[src/design/ali_pkg.sv]
// Package for the ordered list block: operation and status codes,
// transaction payload structs and the broadcast control struct for the cells.
// No dependencies.
package ali_pkg;

    localparam int DATA_W    = 32;
    localparam int POS_W     = 8;
    localparam int IDX_OUT_W = 7;
    localparam int CNT_OUT_W = 8;

    typedef enum logic [1:0] {
        MODE_INSERT = 2'd0,
        MODE_DELETE = 2'd1,
        MODE_SEARCH = 2'd2,
        MODE_READ   = 2'd3
    } t_mode;

    typedef enum logic [1:0] {
        ST_OK   = 2'd0,
        ST_BAD  = 2'd1,
        ST_MISS = 2'd2
    } t_status;

    typedef enum logic [0:0] {
        S_IDLE = 1'b0,
        S_SCAN = 1'b1
    } t_state;

    // Input transaction payload
    typedef struct packed {
        t_mode                    mode;
        logic [POS_W-1:0]         position;
        logic signed [DATA_W-1:0] item_value;
    } t_in;

    // Output transaction payload
    typedef struct packed {
        t_status                  status;
        logic [IDX_OUT_W-1:0]     found_index;
        logic signed [DATA_W-1:0] read_value;
        logic [CNT_OUT_W-1:0]     entry_count;
    } t_out;

    // Broadcast from the controller to every cell
    typedef struct packed {
        logic                     ins;
        logic                     del;
        logic                     search;
        logic [POS_W-1:0]         pos;
        logic signed [DATA_W-1:0] value;
    } t_cell_ctrl;

endpackage

[src/design/ali_cell.sv]
// One list cell: holds one entry, shifts with its neighbors on insert and
// delete, and adds one registered stage to the first-match scan chain.
// Depends on ali_pkg.
module ali_cell #(
    parameter int LIST_DEPTH = 128
) (
    input  logic                                 i_clk,
    input  logic                                 i_rst_n,
    input  logic [$clog2(LIST_DEPTH)-1:0]        i_index,
    input  logic [$clog2(LIST_DEPTH+1)-1:0]      i_count,
    input  ali_pkg::t_cell_ctrl                  i_ctrl,
    input  logic signed [ali_pkg::DATA_W-1:0]    i_left_entry,
    input  logic signed [ali_pkg::DATA_W-1:0]    i_right_entry,
    output logic signed [ali_pkg::DATA_W-1:0]    o_entry,
    input  logic                                 i_hit,
    input  logic [$clog2(LIST_DEPTH)-1:0]        i_hit_idx,
    input  logic signed [ali_pkg::DATA_W-1:0]    i_hit_data,
    output logic                                 o_hit,
    output logic [$clog2(LIST_DEPTH)-1:0]        o_hit_idx,
    output logic signed [ali_pkg::DATA_W-1:0]    o_hit_data
);
    import ali_pkg::*;

    localparam int IW  = $clog2(LIST_DEPTH);
    localparam int CW  = $clog2(LIST_DEPTH+1);
    localparam int KPW = (CW > POS_W) ? CW : POS_W;

    logic signed [DATA_W-1:0] r_entry, n_entry;
    logic                     r_hit, n_hit;
    logic [IW-1:0]            r_hit_idx, n_hit_idx;
    logic signed [DATA_W-1:0] r_hit_data, n_hit_data;

    logic w_live, w_at_pos, w_above_pos, w_match;

    assign w_live      = CW'(i_index) < i_count;
    assign w_at_pos    = KPW'(i_index) == KPW'(i_ctrl.pos);
    assign w_above_pos = KPW'(i_index) >  KPW'(i_ctrl.pos);
    assign w_match     = w_live && (i_ctrl.search ? (r_entry == i_ctrl.value) : w_at_pos);

    // Shift: insert pulls from the left, delete pulls from the right
    always_comb begin
        n_entry = r_entry;
        if (i_ctrl.ins) begin
            if (w_above_pos) begin
                n_entry = i_left_entry;
            end else if (w_at_pos) begin
                n_entry = i_ctrl.value;
            end
        end else if (i_ctrl.del) begin
            if (w_above_pos || w_at_pos) begin
                n_entry = i_right_entry;
            end
        end
    end

    // Scan stage: keep an earlier hit, else claim this entry on a match
    always_comb begin
        if (i_hit) begin
            n_hit      = 1'b1;
            n_hit_idx  = i_hit_idx;
            n_hit_data = i_hit_data;
        end else if (w_match) begin
            n_hit      = 1'b1;
            n_hit_idx  = i_index;
            n_hit_data = r_entry;
        end else begin
            n_hit      = 1'b0;
            n_hit_idx  = '0;
            n_hit_data = '0;
        end
    end

    always_ff @(posedge i_clk) begin
        r_entry    <= n_entry;
        r_hit_idx  <= n_hit_idx;
        r_hit_data <= n_hit_data;
    end

    always_ff @(posedge i_clk) begin
        if (!i_rst_n) begin
            r_hit <= 1'b0;
        end else begin
            r_hit <= n_hit;
        end
    end

    assign o_entry    = r_entry;
    assign o_hit      = r_hit;
    assign o_hit_idx  = r_hit_idx;
    assign o_hit_data = r_hit_data;

endmodule

[config.mk]
export PLATFORM = sky130hd
export DESIGN_NAME = ali_cell
export DESIGN_NICKNAME = d
export VERILOG_FILES = /design/src/design/ali_pkg.sv /design/src/design/ali_cell.sv
export SDC_FILE = /design/constraint.sdc
export NUM_CORES = 1
export LEC_CHECK = 0
export BUFFER_PORTS_ARGS = -buffer_cell sky130_fd_sc_hd__clkbuf_2
export CAP_MARGIN = 20
export CORE_UTILIZATION = 49
export CTS_CLUSTER_DIAMETER = 40
export DETAILED_ROUTE_END_ITERATION = 10
export PLACE_DENSITY = 0.84
export SETUP_SLACK_MARGIN = 0.15
export SYNTH_ARGS = -nofsm -noshare
export SYNTH_HDL_FRONTEND = slang
export SYNTH_SLANG_ARGS = --single-unit
[constraint.sdc]
create_clock -name i_clk -period 6.4 [get_ports i_clk]
set_input_delay 0.32 -clock i_clk [delete_from_list [all_inputs] [get_ports i_clk]]
set_output_delay 0.32 -clock i_clk [all_outputs]
set_load 0.03 [all_outputs]
Word level (Yosys, flattened, before mapping)
Cells that the tools add are included.

operators by class
  magnitude comparators = 2
  equality and inequality tests = 3
  multiplexer cells = 12
  reduce and logical (&&, ||, !) cells = 5

operators with widths
  cell                                                                     count
  32-bit 2-to-1 mux                                                        7
  32-bit == test                                                           1
  7-bit 2-to-1 mux                                                         2
  7-bit by 8-bit == test with 1-bit output                                 1
  7-bit by 8-bit greater-than comparator with 1-bit output                 1
  7-bit by 8-bit less-than comparator with 1-bit output                    1
  2-bit nonzero test                                                       2
  1-bit 2-to-1 mux                                                         3
  3-bit by 1-bit inequality test with 1-bit output, second input constant  1
  3-bit AND reduction                                                      1
  1-bit logical AND                                                        1
  1-bit logical OR                                                         1

word-level totals
  register bits = 72
  bits of input ports = 164
  output and inout port bits = 72
  logic and storage cells = 26

Depth between registers and ports, before layout
Gate-level depths: netlist (run 1).

  word-level depth = 5
  mapped depth = 10
  gate-level depth less buffers = 7

Least setup slack after synthesis (run 1)
OpenSTA, ideal clock, no wires.

  path type = input -> register
  from = input port i_ctrl[37] (netlist bit)
  to = register r_entry[0], in the netlist o_entry[0] (enable)
  library setup time = 391 ps
  arrival = 2,249 ps
  data required time = 6,009 ps
  path slack = 3,760 ps
  stages = 7
  path buffers = 1
  cell sequence = inv_1 > ha_1 > a21o_1 > a21oi_1 > nor2_1 > clkbuf_1 > o22a_1

on the way
  word-level cells in the longest chain between the ends = 4
  elaborated cells between the ends (all ways) = 6
  those cells by class = order compare: 1; eq/ne: 2; reduce/logical: 3

RTL lines
  element                                                                                                               RTL line                        text
  from (decl)                                                                                                           ali_cell.sv:11                  input ali_pkg::t_cell_ctrl i_ctrl,
  7-bit by 8-bit greater-than comparator with 1-bit output or 7-bit by 8-bit == test with 1-bit output (tied branches)  ali_cell.sv:37, ali_cell.sv:36
  1-bit logical OR                                                                                                      ali_cell.sv:50                  if (w_above_pos || w_at_pos) begin
  2-bit nonzero test (no line)                                                                                          --
  3-bit AND reduction (no line) *                                                                                       --
  to (signal assigned)                                                                                                  ali_cell.sv:74                  r_entry <= n_entry;
  to (decl)                                                                                                             ali_cell.sv:28                  logic signed [DATA_W-1:0] r_entry, n_entry;

Mark *: on every way between the ends. The rest lies on a longest branch, timed or not.
A chain may end at the register's enable or synchronous reset.

Final worst setup path (run 1)
  from = input port i_index[6]
  to = register r_hit_data[17], in the netlist o_hit_data[17]

on the way
  word-level cells in the longest chain between the ends = 5
  elaborated cells between the ends (all ways) = 6
  those cells by class = order compare: 1; eq/ne: 1; mux: 3; reduce/logical: 1

RTL lines
  element                                                                                                        RTL line        text
  from (decl)                                                                                                    ali_cell.sv:9   input logic [$clog2(LIST_DEPTH)-1:0] i_index,
  parallel branches: the longest is 2 deep, another holds 7-bit by 8-bit less-than comparator with 1-bit output  --
  1-bit logical AND *                                                                                            ali_cell.sv:38  assign w_match = w_live && (i_ctrl.search ? (r_entry == i_ctrl.value) : w_at_pos);
  32-bit 2-to-1 mux *                                                                                            ali_cell.sv:62  end else if (w_match) begin
  32-bit 2-to-1 mux *                                                                                            ali_cell.sv:58  if (i_hit) begin
  named net n_hit_data[17]                                                                                       ali_cell.sv:31  logic signed [DATA_W-1:0] r_hit_data, n_hit_data;
  to (signal assigned)                                                                                           ali_cell.sv:76  r_hit_data <= n_hit_data;
  to (decl)                                                                                                      ali_cell.sv:31

Mark *: on every way through the listed nets, which the timed path passes.

==> summary.md, run 1 <==
| Metric | Value |
|---|---|
| Crit path cell chain | `clkbuf_2, ha_1, nand4b_4, or2_1, buf_4, nor2_1, a41oi_4, buf_4, o41ai_1` |
| Clk buf depth | `2` |
| Final Slew Violations | `0` |
| Part of the power in the clock network | `29.9%` |
| I/O pin total | `236` |
| Fill count | `721` |
| Total grt overflow | `0` |
| Achievable clock frequency | `0.389 GHz` |
| Comb pwr share | `27.0%` |
| Sw Share | `34.2%` |
| Post-synth EDFFs | `32` |
| CTS Root Cell | `clkbuf_8` |
| Largest net degree at the start of global routing | `98` |
| Finished Layout Cells | `788` |
| Critical Path Max Stage Delay | `0.63 ns` |
| RePlAce Congestion | `0.904` |
| Status | `completed` |
| Final Critical Period | `2.57 ns` |
| Hold Crit Class | `in2reg` |
| Placed Instances | `771` |
| Die Wd | `96.5 µm` |
| Total number of vias | `4586` |
| Final WL | `14.7 mm` |
| Worst hold start | `i_hit_data[12]` |
| Nature of the critical path startpoint | `primary input` |
| Fin crit share | `40.2%` |
| Ranking of synthesized cells by area | `edfxtp_1, dfxtp_1, o2111ai_1, o311ai_0, o41ai_1` |
| Worst r2r src | `o_entry[28]` |
| Post-synth top area cell | `edfxtp_1` |
| Clock Sinks | `72` |
| Post-synthesis average cell area | `9.36 µm²` |
| Gate Count Post-Synth | `468` |
| Leak pwr | `2.77 nW` |
| Max Cap Viol | `0` |
| Critical path launch point | `i_index[6]` |
| Number of CTS-inserted buffers | `9` |
| Seq/Total Area, Yosys | `40.2%` |
| Sw Pwr | `0.436 mW` |
| Async set or reset register ratio after synthesis | `0%` |
| Measured slew at the worst slew-check pin | `1.09 ns` |
| Hold WS | `0.160 ns` |
| Setup TNS | `0 ns` |
| # setup viols final | `0` |
| Wirelength per Cell | `18.6 µm` |
| CORE AREA | `0.00868 mm²` |
| Relative slew margins | `27.0%` |
| Post-CTS Setup Bufs | `0` |
| CP max stage cell | `a41oi_4` |
| Setup CP Type | `in2reg` |
| Post-synth top flop | `dfxtp_1` |
| Synth top area share | `21.9%` |
| Clock transition at the registers of the reported paths | `0.09 ns` |
| Vias per inst | `5.82` |
| Nets@finish | `852` |
| Hold_buf cts | `0` |
| Vias in the first global route | `4237` |
| GR Util All Layers | `30.6%` |
| Final Hold Viols | `0` |
| RSZ-0062 raised after global routing | `false` |
| Htree depth | `3` |
| Critical-path maximum fanout | `33` |
| Die footprint | `0.00932 mm²` |
| Seq pwr share | `43.1%` |
| Library cells used by synthesis | `39` |
| Clk_lat worst skew | `0.35 ns` |
| Worst setup EP type | `flop` |
| Antenna diode count | `0` |
| Post-route DRC | `0` |
| Antenna violations before repair | `0` |
| CP most frequent cell | `buf_4` |
| Die H | `96.5 µm` |
| VDD IR max | `0.000121 V` |
| CTS resizes | `0` |
| Power after layout | `1.27 mW` |
| Starting density of the core | `50.5%` |
| Row cnt | `34` |
| First-pass GRT wire length | `21.3 mm` |
| DRT iter0 DRCs | `378` |
| HPWL after DPL | `10.8 mm` |
| Synthesized net count | `645` |
| Internal power | `0.838 mW` |
| Port bufs | `235` |
| Synth-to-Final Area Change | `33.3%` |
| Routed Antenna Nets | `0` |
| Synth Warn # | `0` |
| Power per cell area | `218 mW/mm²` |
| Layout cells sized above 1 | `40.6%` |
| Layout Skew | `0.0117 ns` |
| Synthesized flop and latch total | `72` |
| CP arrival | `2.77 ns` |
| Crit path required time | `6.60 ns` |
| CTS tree | `yes` |
| DR pass1 iterations | `5` |
| Cell Area, Synth | `0.00438 mm²` |
==> Yosys cell counts, drive strengths merged (13+ instances only) <==
cell      n
o311ai   32
nand3    32
edfxtp   32
o41ai    39
xnor2    29
dfxtp    40
clkbuf   37
nand2    41
o2111ai  32
inv      55
ha       13
nand2b   33
==> state kept, by name, indices dropped and copies added (netlist names) <==
| signal | flops |
|---|---|
| o_hit | 1 |
| o_hit_data | 32 |
| o_entry | 32 |
| o_hit_idx | 7 |
==> path summary, 6_finish.rpt <==
path / to / slack, ns / cells past startpoint
setup / recovery: o_hit_data[17] / 3.83 / 9
hold / removal: o_hit_data[12] / 0.16 / 3
setup reg to reg: o_hit_data[17] / 3.86 / 6
hold reg to reg: o_hit_data[23] / 0.63 / 2
==> metal layers <==
metal / wire length, µm / GRT usage (%) / vias up
met5: 0 / 0 / -
met3: 1250 / 6.96 / 29
li1: - / - / 2176
met4: 325 / 13.0 / 0
met1: 5900 / 37.7 / 2115
met2: 7220 / 51.4 / 266
==> logic make-up (layout without fill, tap and decap cells) <==
group	Yosys count	count (layout)	share of synthesized area, %
buffers and inverters	101	313	9.06
AND/OR/NAND/NOR	130	130	15.5
adder cells (fa/ha/maj)	13	13	3.71
AO/OA/AOI/OAI	120	120	25.1
flip-flops	72	72	40.2
XOR/XNOR	32	32	6.40
==> placed cells by master (no fill, tap or decap), types with 3 or more instances in the layout <==
master | Yosys | layout
nand3_1 | 32 | 32
o2111ai_1 | 32 | 32
inv_1 | 55 | 55
nand4_1 | 9 | 9
xor2_1 | 3 | 3
o41ai_1 | 29 | 29
nand2_1 | 41 | 41
dfxtp_1 | 40 | 40
xnor2_1 | 29 | 29
nand2b_1 | 33 | 33
clkbuf_8 | 0 | 9
ha_1 | 13 | 13
clkbuf_2 | 0 | 235
a31oi_1 | 3 | 3
buf_4 | 1 | 5
edfxtp_1 | 32 | 32
o311ai_0 | 32 | 32
nor2_1 | 6 | 4
o41ai_2 | 10 | 10
==> metrics by stage <==
step / utilization [%] / worst slack [ns] / instance area (µm²)
2_1_floorplan: - / 3.76 / 4380
3_3_place_gp: 64.4 / 3.62 / 5590
3_5_place_dp: 64.5 / 3.50 / 5600
4_1_cts: 66.9 / 3.84 / 5810
5_1_grt: 67.2 / 3.69 / 5840
6_report: 67.2 / 3.83 / 5840
==> critical path: cells and delay by family <==
| family | cells | cell delay, ns |
|---|---|---|
| buffers and inverters | 3 | 0.89 |
| adder cells (fa/ha/maj) | 1 | 0.36 |
| AO/OA/AOI/OAI | 2 | 0.75 |
| AND/OR/NAND/NOR | 3 | 0.43 |
==> power by group through the flow <==
| stage | Combinational, mW | Clock (mW) | Sequential, mW |
|---|---|---|---|
| after floorplan | 0.137 | 0 | 0.621 |
| final | 0.345 | 0.380 | 0.549 |
| after CTS | 0.339 | 0.383 | 0.549 |
| after detailed placement | 0.337 | 0 | 0.559 |
| after global routing | 0.372 | 0.407 | 0.553 |
| after global placement | 0.331 | 0 | 0.557 |
==> cell type report <==
cell class	instances	area [µm²]	share of cell area [%]
clock inverter	4	30.0	0.515
tap	108	135	2.32
timing repair buffer	242	1260	21.5
inverter	55	206	3.54
clock buffer	12	178	3.04
multi-input combinational	295	2270	38.9
sequential	72	1760	30.2
Power figures use the tool's default switching activity.
==> inputs of run 2 (changes only) <==
Settings changed: ABC_AREA set to 1, CORE_UTILIZATION 49 to 45, PLACE_DENSITY 0.84 to 0.79.
Clock period 6.4 ns to 2.4 ns, I/O delays scaled along.
==> summary.md, run 2 <==
| Metric | Value |
|---|---|
| RePlAce Congestion | `0.824` |
| Count leader, synth | `nand2_1` |
| Design Area, Final | `0.00596 mm²` |
| Nature of the critical path startpoint | `primary input` |
| Ranking of synthesized cells by area | `edfxtp_1, dfxtp_1, nand2_1, o21ai_2, inv_1` |
| Total grt overflow | `0` |
| Gate Count Post-Synth | `545` |
| Bufs and invs on worst path | `4` |
| Number of CTS-inserted buffers | `9` |
| Setup TNS | `0 ns` |
| Post-synthesis average cell area | `7.51 µm²` |
| Seq/Total Area, Yosys | `43.0%` |
| I/O pin total | `236` |
| Synth top area share | `23.5%` |
| Multiplexer share of the synthesized area | `0%` |
| CTS Root Cell | `clkbuf_8` |
| XOR/XNOR Fraction of Synth Area | `1.92%` |
| CP arrival | `1.87 ns` |
| First-pass GRT wire length | `20.7 mm` |
| Post-synth top flop | `dfxtp_1` |
| Post-CTS Setup Bufs | `0` |
| Synthesized net count | `722` |
| Layout cells sized above 1 | `37.0%` |
| Final WL | `13.0 mm` |
| Post-synth top cells | `nand2_1, inv_1, dfxtp_1, o21ai_2, a21oi_1` |
| Worst setup EP type | `flop` |
| Clock transition at the registers of the reported paths | `0.08 ns` |
| Antenna diode count | `0` |
| Commonest non-fill, non-tap cell in the layout | `clkbuf_2` |
| Delay-heaviest family, CP | `buffers and inverters` |
| Library cells used by synthesis | `26` |
| DR pass1 iterations | `4` |
| Setup CP Type | `in2reg` |
| GR Util All Layers | `27.3%` |
| Vias per inst | `4.91` |
| Post-route DRC | `0` |
| Crit path required time | `2.49 ns` |
| RSZ-0062 raised after global routing | `false` |
| Most frequent cells in the layout | `clkbuf_2, nand2_1, inv_1` |
| Crit path cell chain | `clkbuf_2, ha_1, inv_1, nor2_1, nand3_1, nor2_1, inv_1, nand2_2, buf_12, a21oi_1, o21ai_0, nand2_1` |
| Starting density of the core | `46.7%` |
| Final Slew Violations | `0` |
| Htree depth | `3` |
| Main combinational cell family by area after synthesis | `simple AND/OR/NAND/NOR gates` |
| Cell Area, Synth | `0.00410 mm²` |
| Routed Antenna Nets | `0` |
| Synthesized flop and latch total | `72` |
| Die Wd | `97.4 µm` |
| Layout Skew | `0.0150 ns` |
| Die H | `97.4 µm` |
| VDD IR max | `0.000324 V` |
| HPWL after DPL | `9.33 mm` |
| # setup viols final | `0` |
| Power per cell area | `568 mW/mm²` |
| DRT iter0 DRCs | `181` |
| CTS tree | `yes` |
| Hold WS | `0.0353 ns` |
| Die footprint | `0.00949 mm²` |
| Final Critical Period | `1.78 ns` |
| Clk buf depth | `2` |
| Internal power | `2.28 mW` |
| Placed Instances | `869` |
| CP max stage cell | `ha_1` |
| Synth-to-Final Area Change | `45.6%` |
| Critical-path maximum fanout | `54` |
| Seq pwr share | `43.1%` |
| Leak pwr | `3.20 nW` |
| Sw Share | `32.6%` |
| Row cnt | `34` |
| Nets@finish | `989` |
| Wirelength per Cell | `14.1 µm` |
| Critical Path Max Stage Delay | `0.31 ns` |
| Measured slew at the worst slew-check pin | `0.868 ns` |
| Power after layout | `3.39 mW` |
| Post-Synth Adder-Cell Area | `3.97%` |
| Achievable clock frequency | `0.563 GHz` |
| Largest net degree at the start of global routing | `55` |
| Hold Crit Class | `in2reg` |
| Part of the power in the clock network | `30.7%` |
| Status | `completed` |
| Total number of vias | `4546` |
| Port bufs | `235` |
| Final Hold Viols | `0` |
| Sw Pwr | `1.11 mW` |
| Clk_lat worst skew | `0.35 ns` |
| Synth Warn # | `0` |
| Clock Sinks | `72` |
| Post-synth EDFFs | `32` |
| Max Cap Viol | `0` |
| Reg-to-reg slack, setup | `0.68 ns` |
| CORE AREA | `0.00876 mm²` |
| Compound-Gate Fraction of Synth Area | `19.8%` |
| Post-synth top area cell | `edfxtp_1` |
| Antenna violations before repair | `0` |
| Finished Layout Cells | `925` |
| Comb pwr share | `26.2%` |
| Async set or reset register ratio after synthesis | `0%` |
| Fin crit share | `74.0%` |
| Simple logic cell fraction of the synthesized area | `21.8%` |
| Relative slew margins | `42.0%` |
| DP Area | `0.00535 mm²` |
| Vias in the first global route | `4495` |
run 2: repair_timing:
action                                  in CTS  in global routing
hold endpoints to repair                    40                  0
endpoints found under the setup margin       0                  0
resized for setup                            0                  0
hold buffers                                40                  0
run 2: worst paths after layout:
check,startpoint,endpoint,depth (start not counted)
worst max-delay path,i_index[6],o_entry[27],12
worst min-delay path,i_index[0],o_hit_idx[0],3
worst max register to register,o_entry[13],o_hit_data[17],10
worst min register to register,o_entry[24],o_hit_data[24],2
run 2: tightest hold or removal path: stages:
cell and delay (ns):
clkbuf_2 0.09, nand2_1 0.08, o21ai_2 0.06
run 2: layout make-up:
class                   count  area, µm²
fillers                   713       2800
multi-input cells         382       1950
flip-flops and latches     72       1760
repair buffers            281       1660
inverters                  66        248
clock buffers              10        149
well taps                 108        135
clock inverters             6       63.8
run 2: per-stage QoR:
stage	setup slack, ns	util, %
after floorplan	0.313	-
after global placement	0.384	61.1
after detailed placement	0.293	61.1
after CTS	0.665	68.0
after global routing	0.475	68.0
final	0.623	68.0
run 2: cell families after synthesis:
group	after synthesis
buffers and inverters	91
AOI/OAI and AO/OA	129
and+or+nand+nor	231
adders and majority gates	13
DFF	72
xor gates and xnor gates	9
run 2: power groups by stage:
stage	clock [mW]	sequential, mW	combinational (mW)
2_1_floorplan	0	1.66	0.332
3_3_place_gp	0	1.48	0.808
3_5_place_dp	0	1.49	0.827
4_1_cts	1.06	1.46	0.882
5_1_grt	1.11	1.47	0.967
6_report	1.04	1.46	0.887
run 2: layer usage:
metal / track usage, % / vias to the layer above / routed length [µm]
li1: - / 2288 / -
met1: 32.0 / 2045 / 5190
met2: 49.7 / 191 / 6710
met3: 4.39 / 22 / 860
met4: 10.5 / 0 / 284
met5: 0 / - / 0
==> inputs of run 3 (changes only) <==
Settings changed: ABC_AREA 1 to 0, CORE_UTILIZATION 45 to 46.
Clock period 2.4 ns to 1.65 ns, I/O delays scaled along.
==> summary.md, run 3 (same netlist as run 1, synthesis figures left out) <==
| Metric | Value |
|---|---|
| CTS tree | `yes` |
| Nets@finish | `975` |
| First-pass GRT wire length | `26.4 mm` |
| Final Critical Period | `2.07 ns` |
| Worst r2r src | `o_entry[28]` |
| Antenna diode count | `0` |
| Post-route DRC | `0` |
| Hold Crit Class | `in2reg` |
| Leak pwr | `3.63 nW` |
| # setup viols final | `40` |
| Max Cap Viol | `0` |
| Final Hold Viols | `0` |
| Row cnt | `35` |
| Starting density of the core | `47.4%` |
| DR pass1 iterations | `5` |
| Number of CTS-inserted buffers | `9` |
| Clk_lat worst skew | `0.36 ns` |
| Die footprint | `0.00991 mm²` |
| Layout cells sized above 1 | `56.9%` |
| Achievable clock frequency | `0.484 GHz` |
| HPWL after DPL | `12.3 mm` |
| Sw Pwr | `2.01 mW` |
| Power per cell area | `745 mW/mm²` |
| Die Wd | `99.6 µm` |
| Critical Path End | `o_hit_data[9]` |
| Clock Sinks | `72` |
| Largest net degree at the start of global routing | `80` |
| Relative slew margins | `73.4%` |
| R2r worst-path depth | `6` |
| Wirelength per Cell | `20.3 µm` |
| Status | `complete, but fails checks` |
| CP arrival | `2.31 ns` |
| CORE AREA | `0.00924 mm²` |
| Part of the power in the clock network | `29.5%` |
| Worst R2R End | `o_hit_data[9]` |
| Placed Instances | `867` |
| Layout Skew | `0.0104 ns` |
| Commonest non-fill, non-tap cell in the layout | `clkbuf_2` |
| GR Util All Layers | `34.9%` |
| I/O pin total | `236` |
| Internal power | `3.91 mW` |
| Vias in the first global route | `5276` |
| Failing checks | `negative setup slack` |
| Vias per inst | `5.81` |
| VDD IR max | `0.000464 V` |
| CTS Root Cell | `clkbuf_8` |
| Seq pwr share | `35.5%` |
| Worst setup EP type | `flop` |
| Power after layout | `5.92 mW` |
| Sw Share | `33.9%` |
| Clock transition at the registers of the reported paths | `0.09 ns` |
| Clk buf depth | `2` |
| Total grt overflow | `0` |
| Final Slew Violations | `0` |
| Nature of the critical path startpoint | `flop` |
| Antenna violations before repair | `0` |
| Critical path launch point | `o_entry[28]` |
| Measured slew at the worst slew-check pin | `0.399 ns` |
| Total number of vias | `5417` |
| Fin crit share | `125%` |
| Fin worst setup slack | `-0.416 ns` |
| RePlAce Congestion | `0.942` |
| Final WL | `18.9 mm` |
| Setup CP Type | `reg2reg` |
| Port bufs | `235` |
| Die H | `99.6 µm` |
| Synth-to-Final Area Change | `81.7%` |
| Htree depth | `3` |
| Critical-path maximum fanout | `39` |
| Setup TNS | `-12.46 ns` |
| DRT iter0 DRCs | `368` |
| Crit path required time | `1.89 ns` |
| RSZ-0062 raised after global routing | `true` |
| Routed Antenna Nets | `0` |
| Finished Layout Cells | `932` |
| Most frequent cells in the layout | `clkbuf_2, buf_4, inv_1, nand2_1, dlygate4sd3_1` |
| Reg-to-reg slack, setup | `-0.42 ns` |
| Comb pwr share | `35.1%` |
==> run 3: metrics by stage <==
step | instance area, µm² | setup slack [ns] | util, % | hold WS [ns]
2_1_floorplan | 5010 | -0.230 | - | 0.190
3_3_place_gp | 6880 | -0.222 | 74.4 | 0.276
3_5_place_dp | 6880 | -0.345 | 74.4 | 0.280
4_1_cts | 7640 | -0.252 | 82.7 | 0.0102
5_1_grt | 7960 | -0.496 | 86.1 | 0.0216
6_report | 7960 | -0.416 | 86.1 | 0.00975
==> run 3: timing repair <==
| item | CTS | global route |
|---|---|---|
| cloned | 0 | 4 |
| hold endpoints to repair | 41 | 0 |
| pin swaps | 0 | 10 |
| hold buffers | 41 | 0 |
| resized for setup | 15 | 31 |
| endpoints found under the setup margin | 42 | 87 |
| buffers inserted | 2 | 2 |
==> run 3: per-layer routing <==
layer | global-route usage (%) | vias up | share of wire [%]
met1 | 41.3 | 2578 | 37
met2 | 60.3 | 352 | 50
li1 | - | 2414 | -
met3 | 5.69 | 73 | 7.7
met4 | 19.2 | 0 | 4.5
met5 | 0 | - | 0
==> run 3: worst max-delay path, stage by stage (launching register included) <==
cell and delay [ns]:
edfxtp_1 0.42, xnor2_1 0.26, nand4_1 0.19, nor4_4 0.36
a41oi_4 0.18, buf_12 0.23, o41ai_1 0.32
==> run 3: power by group through the flow <==
stage,Combinational [mW],Clock [mW],Sequential [mW]
detailed placement,1.79,0,2.14
global placement,1.76,0,2.13
finish,2.08,1.74,2.10
global route,2.17,1.81,2.12
floorplan,0.707,0,2.41
CTS,1.90,1.74,2.10
==> run 3: worst min path at each step <==
stage / start / endpoint / cells past startpoint
2_1_floorplan: i_hit_data[0] / o_hit_data[0] / 2
4_1_cts: i_right_entry[7] / o_entry[7] / 3
6_report: i_right_entry[7] / o_entry[7] / 3
3_5_place_dp: i_hit_data[12] / o_hit_data[12] / 3
3_3_place_gp: i_hit_data[25] / o_hit_data[25] / 3
5_1_grt: i_right_entry[24] / o_entry[24] / 3
==> run 3: area by class of cell <==
type	count	area, µm²
Sequential cell	72	1760
Multi-Input combinational cell	295	3010
Fill cell	493	1280
Clock buffer	11	163
Timing Repair Buffer	365	2550
Clock inverter	5	83.8
Tap cell	129	161
Inverter	55	221
